`src/asrc_pkg.sv`:
```
// Package for the ADAS sample risk classifier: request and response payload
// structs, risk codes, register indexes, datapath widths and fixed coefficients.
// No dependencies; used by asrc_div and adas_sample_risk_classifier.
package asrc_pkg;

   // One sensor sample as it arrives on the request channel.
   typedef struct packed {
      logic [11:0] own_speed;
      logic [11:0] lead_speed;
      logic [15:0] radar_distance;
      logic [15:0] lidar_distance;
      logic [15:0] camera_distance;
      logic [11:0] left_lane_gap;
      logic [11:0] right_lane_gap;
   } req_type;

   // Risk grading codes.
   typedef logic [1:0] risk_type;
   localparam risk_type RISK_NONE = 2'd0;
   localparam risk_type RISK_WARN = 2'd1;
   localparam risk_type RISK_HIGH = 2'd2;

   // One classified sample on the response channel.
   typedef struct packed {
      logic [15:0] fused_distance;
      logic [15:0] safe_distance;
      risk_type    front_risk;
      risk_type    left_lane_risk;
      risk_type    right_lane_risk;
      risk_type    overall_risk;
   } rsp_type;

   // Configuration register indexes.
   localparam int CSR_IDX_W = 1;
   localparam int CSR_DATA_W = 10;
   localparam logic [CSR_IDX_W-1:0] CSR_FRICTION = 1'd0;
   localparam logic [CSR_IDX_W-1:0] CSR_REACTION = 1'd1;

   // Reaction time codes.
   localparam logic [1:0] MODE_1S0 = 2'd0;
   localparam logic [1:0] MODE_1S5 = 2'd1;

   // Stopping distance datapath widths.
   localparam int NUM_W = 46;
   localparam int DEN_W = 31;
   localparam int Q_W = 16;
   localparam logic [Q_W-1:0] SAT_DIST = 16'hFFFF;

   // Reaction term coefficient 25*79461 times twice the reaction time.
   localparam logic [22:0] RT_COEF_1S0 = 23'd3973050;
   localparam logic [22:0] RT_COEF_1S5 = 23'd5959575;
   localparam logic [22:0] RT_COEF_2S0 = 23'd7946100;
   // Braking term coefficient and common denominator coefficient.
   localparam logic [20:0] BRAKE_COEF = 21'd1440000;
   localparam logic [20:0] DEN_COEF = 21'd1430298;

   // Lane margin: 500 mm base, growing above 80 km/h, attention band 200 mm.
   localparam logic [12:0] LANE_BASE = 13'd500;
   localparam logic [11:0] LANE_KNEE = 12'd800;
   localparam logic [12:0] LANE_BAND = 13'd200;

   // Side data that travels with an item through the divider.
   typedef struct packed {
      logic [15:0] fused;
      logic        own_le_lead;
      risk_type    lrisk;
      risk_type    rrisk;
      logic        sat;
      logic        num_zero;
   } side_type;

endpackage

```
`src/asrc_div.sv`:
```
// Pipelined restoring divider for the stopping distance, one quotient bit per
// register stage, with side data carried alongside. Depends on asrc_pkg.
module asrc_div (
   input  logic                      clock,
   input  logic                      reset,
   input  logic                      en,
   input  logic                      in_valid,
   input  logic [asrc_pkg::NUM_W-1:0] in_num,
   input  logic [asrc_pkg::DEN_W-1:0] in_den,
   input  asrc_pkg::side_type        in_side,
   output logic                      out_valid,
   output logic [asrc_pkg::Q_W-1:0]  out_quot,
   output asrc_pkg::side_type        out_side
);

   localparam int NW = asrc_pkg::NUM_W;
   localparam int DW = asrc_pkg::DEN_W;
   localparam int QW = asrc_pkg::Q_W;

   logic              valid_ff [1:QW];
   logic [NW-1:0]     rem_ff   [1:QW];
   logic [DW-1:0]     den_ff   [1:QW];
   logic [QW-1:0]     quot_ff  [1:QW];
   asrc_pkg::side_type side_ff [1:QW];

   // Each stage tries to subtract the shifted divisor and sets one bit.
   for (genvar k = 0; k < QW; k++) begin : g_step
      localparam int B = QW - 1 - k;
      logic               valid_cur;
      logic [NW-1:0]      rem_cur;
      logic [DW-1:0]      den_cur;
      logic [QW-1:0]      quot_cur;
      asrc_pkg::side_type side_cur;
      logic [NW:0]   diff;
      logic [NW-1:0] rem_in;
      logic [QW-1:0] quot_in;

      // The first stage takes the operands straight from the inputs.
      if (k == 0) begin : g_first
         assign valid_cur = in_valid;
         assign rem_cur   = in_num;
         assign den_cur   = in_den;
         assign quot_cur  = '0;
         assign side_cur  = in_side;
      end else begin : g_next
         assign valid_cur = valid_ff[k];
         assign rem_cur   = rem_ff[k];
         assign den_cur   = den_ff[k];
         assign quot_cur  = quot_ff[k];
         assign side_cur  = side_ff[k];
      end

      always_comb begin
         diff = {1'b0, rem_cur} - ((NW + 1)'(den_cur) << B);
         if (!diff[NW]) begin
            rem_in  = diff[NW-1:0];
            quot_in = quot_cur | (QW'(1) << B);
         end else begin
            rem_in  = rem_cur;
            quot_in = quot_cur;
         end
      end

      always_ff @(posedge clock) begin
         if (reset) begin
            valid_ff[k+1] <= 1'b0;
         end else if (en) begin
            valid_ff[k+1] <= valid_cur;
         end
      end

      always_ff @(posedge clock) begin
         if (en) begin
            rem_ff[k+1]  <= rem_in;
            den_ff[k+1]  <= den_cur;
            quot_ff[k+1] <= quot_in;
            side_ff[k+1] <= side_cur;
         end
      end
   end

   assign out_valid = valid_ff[QW];
   assign out_quot  = quot_ff[QW];
   assign out_side  = side_ff[QW];

   // A stage that is not advancing keeps its valid bit.
   a_hold: assert property (@(posedge clock) disable iff (reset)
      !en |=> (valid_ff[QW] == $past(valid_ff[QW])))
      else $error("divider output valid changed while held");

   // The remainder at the end is always below the divisor for a live item
   // that was flagged neither as saturated nor as a zero dividend.
   a_rem: assert property (@(posedge clock) disable iff (reset)
      (out_valid && !out_side.sat && !out_side.num_zero)
      |-> (rem_ff[QW] < NW'(den_ff[QW])))
      else $error("divider remainder not reduced");

   // A zero dividend always yields a zero remainder.
   a_zero: assert property (@(posedge clock) disable iff (reset)
      (out_valid && out_side.num_zero) |-> (rem_ff[QW] == '0))
      else $error("zero dividend left a remainder");

endmodule
```
`config.mk`:
```
export PLATFORM = sky130hd
export DESIGN_NAME = asrc_div
export DESIGN_NICKNAME = d
export VERILOG_FILES = /design/src/asrc_pkg.sv /design/src/asrc_div.sv
export SDC_FILE = /design/constraint.sdc
export NUM_CORES = 2
export LEC_CHECK = 0
export BUFFER_PORTS_ARGS = -buffer_cell sky130_fd_sc_hd__clkbuf_2
export CORE_UTILIZATION = 55
export DETAILED_ROUTE_END_ITERATION = 8
export PLACE_DENSITY = 0.71
export SYNTH_ARGS = -nofsm -noshare
export SYNTH_HDL_FRONTEND = slang
export SYNTH_SLANG_ARGS = --single-unit
```
`constraint.sdc`:
```
create_clock -name clock -period 4.65 [get_ports clock]
set_input_delay 0 -clock clock [delete_from_list [all_inputs] [get_ports clock]]
set_output_delay 0 -clock clock [all_outputs]
set_load 0.01 [all_outputs]
```
==> flow_metrics.env <==
export IMPL_outcome="complete, no violations"
export IMPL_tns_ns=0
export IMPL_r2r_end="rem_ff[0][110]$_DFFE_PP_"
export IMPL_die_area_sq_um=153000
export IMPL_row_count=142
export IMPL_routed_top_layer="met4"
export IMPL_syn_to_final_growth_pct=13.5
export IMPL_crit_path_top_delay_cell="a41oi_4"
export IMPL_drt_iter0_drc=2468
export IMPL_endpoint_kind="flip-flop"
export IMPL_wl_met3_mm=5.08
export IMPL_start_util_pct=55.5
export IMPL_p_per_area_nw_per_um2=586
export IMPL_cp_data_required_time_ns=5.21
export IMPL_worstMarginPinSlew_ns=1.22
export IMPL_dp_cells=8884
export IMPL_drc=0
export IMPL_synth_edf_count=1675
export IMPL_r2r_start="rem_ff[0][65]$_DFFE_PP_"
export IMPL_synth_top_area_share_pct=60.3
export IMPL_final_cell_mix="edfxtp_1 (1675), inv_1 (624), a21oi_1 (536)"
export IMPL_dp_hpwl_mm=110
export IMPL_final_common_cell="edfxtp_1"
export IMPL_p_leak_uw=0.0374
export IMPL_syn_nets=7396
export IMPL_fmax_mhz=224
export IMPL_cts_resized=0
export IMPL_clk_latency_ns=0.82
export IMPL_clk_pin_slew_ns=0.06
export IMPL_root_buffer="clkbuf_16"
export IMPL_p_seq_share_pct=40.3
export IMPL_async_reset_ff_share_pct=0
export IMPL_synthFlopType="edfxtp_1"
export IMPL_antennaDiodeCount=0
export IMPL_ys_types=97
export IMPL_reg2regPathDepth=11
export IMPL_synthCells=6782
export IMPL_gp_congestion=0.939
export IMPL_r2r_slack_ns=0.42
export IMPL_vias_per_cell=5.51
export IMPL_relSlewSlack_pct=18.5
export IMPL_totalWireLength_mm=152
export IMPL_peakVddDrop_mv=0.327
export IMPL_rsz0062_at_grt="false"
export IMPL_yosys_area_top_type="edfxtp_1"
export IMPL_slew_viol_final=0
export IMPL_max_stage_delay_ns=1.04
export IMPL_hold_ws_ns=0.0809
export IMPL_final_util_pct=63.1
export IMPL_min_period_ns=4.47
export IMPL_grt_max_degree=135
export IMPL_cts_tree="built"
export IMPL_swShare_pct=33.0
export IMPL_final_cells=9402
export IMPL_clk_path_buf_depth=3
export IMPL_min_path_type="input port to flip-flop"
export IMPL_grt_pass1_vias=52800
export IMPL_vias=51800
export IMPL_synthTopCellsByArea="edfxtp_1 (60%), ha_1 (7.4%), a21oi_1 (3.2%)"
export IMPL_clock_sinks=1675
export IMPL_drive_gt1_share_pct=9.07
export IMPL_nets=7855
export IMPL_core_area_sq_um=150000
export IMPL_finalInstanceArea_sq_um=94700
export IMPL_drtAntennaViolNets=0
export IMPL_cp_max_fo=33
export IMPL_crit_path_start="in_den[2]"
export IMPL_antenna_found_initial=0
export IMPL_hp_start="in_num[34]"
export IMPL_drt_met1_wl_mm=59.3
export IMPL_clkPwrFrac_pct=24.0
export IMPL_path_cells="dlygate4sd3_1, clkbuf_2, inv_1, ha_1, o21a_1, o31a_1, o311a_1, a211oi_1, buf_4, o31a_1, o211ai_1, nand3_1, a41oi_4, mux2_2, dlygate4sd3_1"
export IMPL_gr_usage_all_layers_pct=20.0
export IMPL_die_h_um=391
export IMPL_num_io_pins=144
export IMPL_post_route_period_util_pct=96.1
export IMPL_p_int_uw=37100
export IMPL_p_switching_uw=18300
export IMPL_syn_area_per_cell_sq_um=12.3
export IMPL_wl_met2_mm=81.5
export IMPL_cts_inserted_buffers=177
export IMPL_first_pass_iters=6
export IMPL_portBuffers=143
export IMPL_htreeDepth=4
export IMPL_routedWlPerCell_um=16.2
export IMPL_overflow=0
export IMPL_p_comb_share_pct=35.7
export IMPL_endpoint="rem_ff[0][62]$_DFFE_PP_"
export IMPL_synth_seq_cells=1675
export IMPL_finalSetupViolCount=0
export IMPL_ys_seq_area_share_pct=60.3
export IMPL_grt_pass1_wl_mm=250
export IMPL_syn_cell_area_sq_um=83400
export IMPL_worstPathArrival_ns=5.03
export IMPL_skew_ns=0.0523
export IMPL_worstSetupPathType="input port to flip-flop"
export IMPL_yosys_warnings=0
export IMPL_die_w_um=391
export IMPL_cp_start_kind="input port"
export IMPL_hold_viol_final=0
export IMPL_max_cap_viol_count=0
export IMPL_place_area_sq_um=87100
-- critical path: cells and delay by family --
kind / cells / cell delay (ns)
AO/OA/AOI/OAI: 7 / 2.52
buffers and inverters: 5 / 1.41
multiplexers: 1 / 0.43
adder cells (fa/ha/maj): 1 / 0.37
AND/OR/NAND/NOR: 1 / 0.26
-- cell families (layout without fill, tap and decap cells) --
family          after synthesis  in the layout  synth area share, %
compound gates             1685           1685                 12.7
xor+xnor                    467            467                 4.90
fa+ha+maj                   510            510                 7.79
buf+inv                     774           1378                 3.54
flops                      1675           1675                 60.3
mux                         144            144                 1.93
simple gates               1527           1527                 8.80
-- per-layer routing --
layer / GRT usage (%) / vias up
met4: 9.64 / 0
met1: 21.1 / 24400
met2: 38.2 / 1092
met5: 0 / -
li1: - / 26000
met3: 3.13 / 385
-- worst min path at each step --
stage | to | slack [ns] | cells after the start
finish | rem_ff[0][80]$_DFFE_PP_ | 0.08 | 3
global route | rem_ff[0][76]$_DFFE_PP_ | 0.04 | 3
CTS | rem_ff[0][75]$_DFFE_PP_ | 0.003 | 3
detailed placement | side_ff[0][37]$_DFFE_PP_ | 0.18 | 1
global placement | side_ff[0][23]$_DFFE_PP_ | 0.18 | 1
floorplan | den_ff[0][31]$_DFFE_PP_ | 0.1 | 0
-- cell usage after synthesis (16+ instances only) --
cell / n
edfxtp_1: 1675
inv_1: 624
a21oi_1: 536
ha_1: 495
nand2_1: 445
nor2_1: 411
o21ai_0: 399
xnor2_1: 259
a21o_1: 252
xor2_1: 208
clkbuf_1: 118
mux2_2: 117
nor3_1: 112
nand2b_1: 95
nand3_1: 77
nor2b_1: 69
o21a_1: 69
nand4_1: 61
and3_1: 51
a31oi_1: 48
o21bai_1: 48
a211oi_1: 43
o31ai_1: 42
and2_1: 40
o211ai_1: 36
nor4_1: 33
or3_1: 28
or2_2: 27
buf_2: 21
a211o_1: 17
a21boi_0: 16
-- sequential cells by signal (all words and copies together), names as in the netlist --
name,flops
rem_ff,690
valid_ff,16
quot_ff,136
den_ff,465
side_ff,368
-- power groups by stage --
| stage | Combinational, uW | Sequential, uW | Clock (uW) |
|---|---|---|---|
| 6_report | 19800 | 22400 | 13300 |
| 5_1_grt | 22000 | 22700 | 14300 |
| 4_1_cts | 19600 | 22300 | 13700 |
| 3_5_place_dp | 19300 | 22600 | 0 |
| 3_3_place_gp | 18900 | 22600 | 0 |
| 2_1_floorplan | 15100 | 22000 | 0 |
-- area by class of cell --
| class | count | area (sq um) |
|---|---|---|
| timing repair buffer | 429 | 3660 |
| fill | 11300 | 55500 |
| inverter | 625 | 2350 |
| multi-input combinational | 4333 | 30200 |
| clock buffer | 217 | 4600 |
| clock inverter | 107 | 1010 |
| sequential | 1675 | 50300 |
| tap | 2016 | 2520 |
-- metrics by stage --
stage | power [uW] | setup slack, ns
finish | 55400 | 0.183
global route | 59000 | 0.0730
CTS | 55700 | 0.393
detailed placement | 42000 | 0.500
global placement | 41500 | 0.517
floorplan | 37100 | 1.17
-- timing repair --
item,CTS,global route
hold buffers,194,0
setup buffers,0,0
hold endpoints to repair,314,0
(Power assumes the default switching activity.)
